==> src/hdl/rcrp_pkg.sv <==
// ----------------------------------------------------------------------------
// rcrp_pkg
// Shared constants and time-coding functions for the RTC register port.
// ----------------------------------------------------------------------------
package rcrp_pkg;

    localparam int IN_TUSER_W  = 2;
    localparam int IN_TDATA_W  = 48;
    localparam int OUT_TDATA_W = 8;

    localparam logic FUNC_READ  = 1'b0;
    localparam logic FUNC_WRITE = 1'b1;
    localparam logic PORT_INDEX = 1'b0;
    localparam logic PORT_DATA  = 1'b1;

    localparam logic [7:0] REG_SEC   = 8'h00;
    localparam logic [7:0] REG_MIN   = 8'h02;
    localparam logic [7:0] REG_HOUR  = 8'h04;
    localparam logic [7:0] REG_WDAY  = 8'h06;
    localparam logic [7:0] REG_DAY   = 8'h07;
    localparam logic [7:0] REG_MONTH = 8'h08;
    localparam logic [7:0] REG_YEAR  = 8'h09;
    localparam logic [7:0] REG_A     = 8'h0A;
    localparam logic [7:0] REG_B     = 8'h0B;
    localparam logic [7:0] REG_C     = 8'h0C;
    localparam logic [7:0] REG_D     = 8'h0D;

    localparam logic [7:0] REG_A_MASK   = 8'h7F;
    localparam logic [7:0] REG_D_VALUE  = 8'h80;
    localparam logic [7:0] PM_FLAG      = 8'h80;
    localparam logic [7:0] INDEX_READ   = 8'hFF;
    localparam logic [7:0] WRITE_RESULT = 8'h00;

    // v / 10 through multiply by 205 and shift by 11, exact for every 7-bit v
    function automatic logic [7:0] to_bcd(input logic [6:0] v);
        logic [14:0] prod;
        logic [3:0]  q;
        logic [6:0]  r;
        prod = 15'(v) * 15'd205;
        q    = prod[14:11];
        r    = v - 7'({3'b000, q} * 7'd10);
        return {q, r[3:0]};
    endfunction

    function automatic logic [7:0] code_val(input logic [6:0] v, input logic bcd);
        return bcd ? to_bcd(v) : {1'b0, v};
    endfunction

endpackage

==> src/hdl/rtc_cmos_register_port.sv <==
// Result path: each accepted access is registered in stage 1, then in the output register.
// Throughput: one access per cycle if output is not stalled; one store access at most.
// The store is one synchronous memory; a per-entry valid vector makes unwritten
// entries read as their reset value, so no clearing pass runs after reset.
// Reset: synchronous, active low; clears index, mode copy, valid bits and stage valid flags.
// ----------------------------------------------------------------------------
// rtc_cmos_register_port
// Index/data register port of a real-time clock with a 64-byte CMOS store.
// ----------------------------------------------------------------------------
module rtc_cmos_register_port
    import rcrp_pkg::*;
#(
    parameter int STORE_DEPTH = 64
) (
    input  logic                   i_clk,
    input  logic                   i_rst_n,
    input  logic                   s_axis_tvalid,
    output logic                   s_axis_tready,
    // func, port_select
    input  logic [IN_TUSER_W-1:0]  s_axis_tuser,
    // write_data[7:0], now_second[5:0], now_minute[5:0], now_hour[4:0],
    // now_weekday[2:0], now_day[4:0], now_month[3:0], now_year[6:0]
    input  logic [IN_TDATA_W-1:0]  s_axis_tdata,
    output logic                   m_axis_tvalid,
    input  logic                   m_axis_tready,
    // read_data[7:0]
    output logic [OUT_TDATA_W-1:0] m_axis_tdata
);

    localparam int IDX_W = $clog2(STORE_DEPTH);

    logic       w_func;
    logic       w_port;
    logic [7:0] w_wdata;
    logic [5:0] w_sec;
    logic [5:0] w_min;
    logic [4:0] w_hour;
    logic [2:0] w_wday;
    logic [4:0] w_day;
    logic [3:0] w_month;
    logic [6:0] w_year;

    assign w_func  = s_axis_tuser[0];
    assign w_port  = s_axis_tuser[1];
    assign w_wdata = s_axis_tdata[7:0];
    assign w_sec   = s_axis_tdata[13:8];
    assign w_min   = s_axis_tdata[19:14];
    assign w_hour  = s_axis_tdata[24:20];
    assign w_wday  = s_axis_tdata[27:25];
    assign w_day   = s_axis_tdata[32:28];
    assign w_month = s_axis_tdata[36:33];
    assign w_year  = s_axis_tdata[43:37];

    logic [7:0]             r_mem [STORE_DEPTH];
    logic [STORE_DEPTH-1:0] r_vld;
    logic [IDX_W-1:0]       r_sel;
    logic [7:0]             r_reg_b;
    logic [7:0]             r_rd_data;
    logic                   r_s1_vld;
    logic                   r_s1_mem;
    logic                   r_s1_hit;
    logic [7:0]             r_s1_val;
    logic                   r_out_vld;
    logic [7:0]             r_out_data;

    logic       w_accept;
    logic       w_s1_adv;
    logic       w_store_wr;
    logic       w_store_rd;
    logic [7:0] w_store_val;
    logic       w_bcd;
    logic       w_twelve;
    logic       w_pm;
    logic [4:0] w_h12;
    logic [4:0] w_hsel;
    logic [7:0] w_hcode;
    logic [2:0] w_wcode;
    logic [7:0] w_time_val;
    logic [7:0] w_s1_val;
    logic       w_n_s1_mem;
    logic [7:0] w_n_s1_val;

    assign w_s1_adv      = !r_out_vld || m_axis_tready;
    assign s_axis_tready = !r_s1_vld || w_s1_adv;
    assign w_accept      = s_axis_tvalid && s_axis_tready;

    assign w_store_wr = w_accept && (w_func == FUNC_WRITE) && (w_port == PORT_DATA)
                        && (r_sel >= IDX_W'(REG_A));
    assign w_store_rd = w_accept && (w_func == FUNC_READ) && (w_port == PORT_DATA);

    always_comb begin
        case (r_sel)
            IDX_W'(REG_A): w_store_val = w_wdata & REG_A_MASK;
            IDX_W'(REG_C): w_store_val = 8'h00;
            IDX_W'(REG_D): w_store_val = REG_D_VALUE;
            default:       w_store_val = w_wdata;
        endcase
    end

    // time registers, coded from the current inputs
    assign w_bcd    = !r_reg_b[2];
    assign w_twelve = !r_reg_b[1];
    assign w_pm     = w_twelve && (w_hour >= 5'd12);

    always_comb begin
        if (w_hour >= 5'd24) begin
            w_h12 = w_hour - 5'd24;
        end else if (w_hour >= 5'd12) begin
            w_h12 = w_hour - 5'd12;
        end else begin
            w_h12 = w_hour;
        end
        if (w_h12 == 5'd0) begin
            w_h12 = 5'd12;
        end
    end

    assign w_hsel  = w_twelve ? w_h12 : w_hour;
    assign w_hcode = code_val({2'b00, w_hsel}, w_bcd) | (w_pm ? PM_FLAG : 8'h00);
    assign w_wcode = ((w_wday == 3'd0) || (w_wday == 3'd7)) ? 3'd7 : w_wday;

    always_comb begin
        case (r_sel)
            IDX_W'(REG_SEC):   w_time_val = code_val({1'b0, w_sec}, w_bcd);
            IDX_W'(REG_MIN):   w_time_val = code_val({1'b0, w_min}, w_bcd);
            IDX_W'(REG_HOUR):  w_time_val = w_hcode;
            IDX_W'(REG_WDAY):  w_time_val = {5'b00000, w_wcode};
            IDX_W'(REG_DAY):   w_time_val = code_val({2'b00, w_day}, w_bcd);
            IDX_W'(REG_MONTH): w_time_val = code_val({3'b000, w_month}, w_bcd);
            IDX_W'(REG_YEAR):  w_time_val = code_val(w_year, w_bcd);
            default:           w_time_val = 8'h00;
        endcase
    end

    always_comb begin
        w_n_s1_mem = 1'b0;
        w_n_s1_val = WRITE_RESULT;
        if (w_func == FUNC_READ) begin
            if (w_port == PORT_INDEX) begin
                w_n_s1_val = INDEX_READ;
            end else if (r_sel < IDX_W'(REG_A)) begin
                w_n_s1_val = w_time_val;
            end else begin
                w_n_s1_mem = 1'b1;
                w_n_s1_val = (r_sel == IDX_W'(REG_D)) ? REG_D_VALUE : 8'h00;
            end
        end
    end

    always_ff @(posedge i_clk) begin
        if (w_store_wr) begin
            r_mem[r_sel] <= w_store_val;
        end
        if (w_store_rd) begin
            r_rd_data <= r_mem[r_sel];
        end
    end

    always_ff @(posedge i_clk) begin
        if (!i_rst_n) begin
            r_vld   <= '0;
            r_sel   <= '0;
            r_reg_b <= 8'h00;
        end else begin
            if (w_store_wr) begin
                r_vld[r_sel] <= 1'b1;
                if (r_sel == IDX_W'(REG_B)) begin
                    r_reg_b <= w_store_val;
                end
            end
            if (w_accept && (w_func == FUNC_WRITE) && (w_port == PORT_INDEX)) begin
                r_sel <= w_wdata[IDX_W-1:0];
            end
        end
    end

    always_ff @(posedge i_clk) begin
        if (w_accept) begin
            r_s1_mem <= w_n_s1_mem;
            r_s1_hit <= r_vld[r_sel];
            r_s1_val <= w_n_s1_val;
        end
    end

    assign w_s1_val = (r_s1_mem && r_s1_hit) ? r_rd_data : r_s1_val;

    always_ff @(posedge i_clk) begin
        if (!i_rst_n) begin
            r_s1_vld  <= 1'b0;
            r_out_vld <= 1'b0;
        end else begin
            if (w_accept) begin
                r_s1_vld <= 1'b1;
            end else if (w_s1_adv) begin
                r_s1_vld <= 1'b0;
            end
            if (w_s1_adv) begin
                r_out_vld <= r_s1_vld;
            end
        end
    end

    always_ff @(posedge i_clk) begin
        if (w_s1_adv && r_s1_vld) begin
            r_out_data <= w_s1_val;
        end
    end

    assign m_axis_tvalid = r_out_vld;
    assign m_axis_tdata  = r_out_data;

endmodule

==> config.mk <==
export PLATFORM = sky130hd
export DESIGN_NAME = rtc_cmos_register_port
export DESIGN_NICKNAME = d
export VERILOG_FILES = /design/src/hdl/rcrp_pkg.sv /design/src/hdl/rtc_cmos_register_port.sv
export SDC_FILE = /design/constraint.sdc
export NUM_CORES = 1
export LEC_CHECK = 0
export BUFFER_PORTS_ARGS = -buffer_cell sky130_fd_sc_hd__clkbuf_2
export CAP_MARGIN = 25
export CORE_ASPECT_RATIO = 0.6
export CORE_MARGIN = 4
export CORE_UTILIZATION = 50
export CTS_BUF_LIST = sky130_fd_sc_hd__clkbuf_2 sky130_fd_sc_hd__clkbuf_4 sky130_fd_sc_hd__clkbuf_8
export DETAILED_ROUTE_END_ITERATION = 12
export PLACE_DENSITY = 0.66
export REMOVE_ABC_BUFFERS = 1
export SLEW_MARGIN = 5
export SYNTH_ARGS = -nofsm -noshare
export SYNTH_HDL_FRONTEND = slang
export SYNTH_SLANG_ARGS = --single-unit
==> constraint.sdc <==
create_clock -name i_clk -period 6.1 [get_ports i_clk]
set_input_delay 0.61 -clock i_clk [delete_from_list [all_inputs] [get_ports i_clk]]
set_output_delay 0.61 -clock i_clk [all_outputs]
set_load 0.01 [all_outputs]
==> summary.md <==
The run finished with clean final reports. The logs give 3 for the maximum clock insertion buffer count and 31450 µm² for the summed area of non-filler cells in the final layout. After synthesis, the cell types taking the most area are sky130_fd_sc_hd__edfxtp_1 (58%), sky130_fd_sc_hd__mux4_2 (15%), sky130_fd_sc_hd__ha_1 (6.8%).

The cell type with the largest total area after synthesis is sky130_fd_sc_hd__edfxtp_1. Class of the most critical hold timing path: in2reg. The logs give 63.12% for the share of synthesized area occupied by flip-flops and latches and 1594 for the cell count after synthesis. Entering global routing, the biggest net connects 75 pins. The number of search-and-repair iterations in the first detailed-routing pass was 5. The run gives 2037 as the final layout net count. Setup violations remaining at the end of the flow were counted as 0.

The via count of the first global-routing pass is 15300, and the detail-routed via count per cell is 5.758. Wires add up to 65010 µm. The root buffer cell chosen for the clock tree is sky130_fd_sc_hd__clkbuf_8. At the end of routability-driven placement, the weighted congestion stood at 0.8813.

The tools report the total setup buffers inserted after CTS as 0. Area share of the largest cell type after synthesis: 57.82%. The count of buffers added on input and output ports is 59.

The clock-pin slew of the registers on the worst-case setup and hold paths is 0.07 ns, and the remaining routing DRC violations is 0. In this run the core area contains 66 standard-cell rows. At the later pin of the worst-skew pair, clock insertion delay measures 0.67 ns. The maximum fanout along the worst path is 7. The total power divided by cell area was 288.3 nW/µm². From synthesis to final layout, the design area changed by 12.57%.

After synthesis the netlist holds a flip-flop and latch count of 612. The die covers 59850 µm². After layout, the worst path uses 96.56% of the clock period. The first global-routing pass estimated 98440 µm of wire. TritonCTS built the clock tree.

The critical path in this run is classified as in2reg. The run gives 4 as the number of antenna violations at the first check in global routing. The predominant post-synthesis flop cell was sky130_fd_sc_hd__edfxtp_1. For the worst setup path, the data required time is 6.62 ns. The max-slew violation count is 0. The tools report the cell area after technology mapping as 27940 µm².

The worst setup path is captured at a flip-flop. From left edge to right edge, the die measures 313.2 µm. The run gives 0.1843 mV as the largest voltage drop on the vdd net.

Synthesis instantiated 81 different standard cells from the library. Once placement finished, the instance area stood at 29640 µm². The worst-margin pin slew is 1.065 ns. The kind of start point of the critical path is an input pin. The commonest cells after synthesis are sky130_fd_sc_hd__edfxtp_1 (538), sky130_fd_sc_hd__mux4_2 (189), sky130_fd_sc_hd__ha_1 (151). Dividing the detail-routed wire length by the instance count gives 24.74 µm. The detailed router finished its first iteration with 1641 violations. The filler cell count came out at 4237. The core region is 54750 µm². For the number of H-tree levels, the log shows 3. Headroom to the max-slew limit came out at 28.71%. The worst hold path begins at s_axis_tdata[1]. The tools report the HPWL reported at the end of detailed placement as 43670 µm. Data arrives at the worst endpoint at 6.41 ns. Derived from the worst setup path, the maximum achievable clock frequency is 169.8 MHz.

Max-cap violations in this run came to 0. After clock tree synthesis, the repair step resized 0 gates. The die is 191.1 µm tall. The initial utilization of the core area, before any placement, comes to 51.03%. After global routing the overflow that remains totals 0. In this run the count of I/O pins placed on the die edge is 64.

The number of hold violations in the final report is 0. The post-route netlist has 27.01% of its cells at a drive strength greater than 1. Clock tree synthesis inserted a total of 86 buffers. The final period demand of the worst path works out to 5.890 ns. Once layout is complete, the utilization of the core stands at 57.45%. The cts-stage hold buffer count was 0. The tools report the final antenna-violating net count as 0. The reg-to-reg critical path endpoint is r_s1_val[3]$_SDFFCE_PP0P_. In this run, synthesis inferred 538 flip-flops with an integrated enable.

sky130_fd_sc_hd__edfxtp_1 is the most common cell in the netlist. Worst min-delay path endpoint: r_sel[1]$_SDFFE_PN0P_. The mean cell area of the mapped netlist was 17.53 µm²; the register-to-register path setup slack was 0.55 ns. The Yosys step of the flow raised 0 warnings. The number of cells on the worst reg-to-reg path was 25. The tools report the start of the worst register-to-register path as r_reg_b[1]$_SDFFE_PN0P_. Global routing used 22.32% of the available tracks across all layers.

The number of cells traversed by the worst hold path is 3. Of all flip-flops after synthesis, the portion carrying an async set or reset was 0%. In this run the worst setup path begins at s_axis_tdata[23]. The clock net in this run drives a total of 612 sinks. For the setup skew after layout, the log shows 0.03801 ns. Static leakage power: 11.06 nW. The run gives 15130 as the overall via count from detail_route.
[worst max-delay path, cell delays in order]
cell and delay [ns]:
sky130_fd_sc_hd__clkbuf_2 0.11, sky130_fd_sc_hd__buf_4 0.16, sky130_fd_sc_hd__ha_1 0.18, sky130_fd_sc_hd__or4bb_4 0.57, sky130_fd_sc_hd__a32oi_2 0.18, sky130_fd_sc_hd__o2111ai_1 0.15, sky130_fd_sc_hd__o211a_2 0.19, sky130_fd_sc_hd__ha_1 0.29
sky130_fd_sc_hd__ha_1 0.34, sky130_fd_sc_hd__fa_1 0.50, sky130_fd_sc_hd__ha_1 0.33, sky130_fd_sc_hd__and4_1 0.21, sky130_fd_sc_hd__nand4_1 0.10, sky130_fd_sc_hd__o2111ai_1 0.14, sky130_fd_sc_hd__and2_1 0.20, sky130_fd_sc_hd__o21ai_1 0.17
sky130_fd_sc_hd__o31a_1 0.19, sky130_fd_sc_hd__ha_1 0.15, sky130_fd_sc_hd__inv_1 0.04, sky130_fd_sc_hd__fa_1 0.37, sky130_fd_sc_hd__xnor2_1 0.16, sky130_fd_sc_hd__and3_4 0.21, sky130_fd_sc_hd__or3_1 0.39, sky130_fd_sc_hd__a21oi_4 0.20
sky130_fd_sc_hd__a211oi_1 0.08, sky130_fd_sc_hd__a31oi_1 0.19
[logic make-up after synthesis]
logic type	count (synthesis)	share of synthesized area, %
AOI/OAI and AO/OA	167	4.308
xor gates and xnor gates	25	0.9090
adders and majority gates	180	8.840
buffers and inverters	165	2.436
DFF	612	63.12
muxes	214	16.17
other	1	0.01342
and+or+nand+nor	230	4.196
[state kept, by name, indices dropped and copies added, names as in the netlist, 2 cells and up]
name and cells:
r_mem 512, r_vld 64, m_axis_tdata 8, r_rd_data 8
r_s1_val 8, r_sel 6, r_reg_b 2
[per-stage QoR]
stage / setup WS (ns) / hold WS (ns) / cells / setup TNS (ns) / total power (W)
floorplan: -2.560 / 0.4241 / 1600 / -830.86 / 0.005468
global placement: -0.3725 / 0.4373 / 2460 / -0.3725 / 0.005820
detailed placement: -0.5069 / 0.4418 / 2463 / -0.5069 / 0.005846
CTS: 0.1877 / 0.1589 / 2625 / 0 / 0.009113
global route: -0.03263 / 0.1863 / 2626 / -0.03263 / 0.009483
finish: 0.2096 / 0.2172 / 2627 / 0 / 0.009067
[report_power, final]
part | internal [W] | switching [W]
registers | 0.00460 | 0.0000319
logic | 0.000497 | 0.000656
clock network | 0.00172 | 0.00155
total | 0.00683 | 0.00224
[layer usage]
metal / vias to the layer above / global-route usage, % / part of all wire [%]
li1: 6666 / - / -
met1: 7820 / 34.81 / 47
met2: 560 / 29.65 / 41
met3: 77 / 8.755 / 11
met4: 4 / 4.330 / 1.4
met5: - / 0 / 0.035
[cell type report]
cell class                      count  area (µm²)  area share [%]
Tap cell                          748       935.9           2.976
Clock inverter                     30       217.7          0.6922
Timing Repair Buffer              115       769.5           2.447
Multi-Input combinational cell    896        9975           31.71
Sequential cell                   612       17650           56.12
Antenna cell                        2       5.005         0.01591
Clock buffer                      132        1554           4.941
Inverter                           92       345.3           1.098
[worst max-delay path by stage]
stage,end,slack (ns),cells after the start
2_1_floorplan,r_mem[0][7]$_DFFE_PP_,-2.56,2
3_3_place_gp,r_s1_val[3]$_SDFFCE_PP0P_,-0.37,26
3_5_place_dp,r_s1_val[3]$_SDFFCE_PP0P_,-0.51,27
4_1_cts,r_s1_val[3]$_SDFFCE_PP0P_,0.19,27
5_1_grt,r_s1_val[3]$_SDFFCE_PP0P_,-0.03,26
6_report,r_s1_val[3]$_SDFFCE_PP0P_,0.21,26
[cell usage in the layout (no fill, tap or decap), drive strengths merged, types with 4 or more instances in the layout]
cell type and instances:
o21a 58, or3 5, conb 80, nand2b 6, nand4 7, xor2 7, mux2 10, mux4 189
a221oi 5, buf 56, nand2 35, clkinv 22, a21oi 24, nor2b 14, nand3 8, nor2 87
a211o 4, nor3 13, dfxtp 74, and2 20, clkinvlp 5, inv 93, o21ai 24, a22oi 5
ha 151, fa 29, mux2i 15, clkbuf 191, or2 12, a31oi 4, edfxtp 538, xnor2 16
nand3b 5, o2111ai 6, a211oi 6, o211ai 5
(Power assumes the default switching activity.)
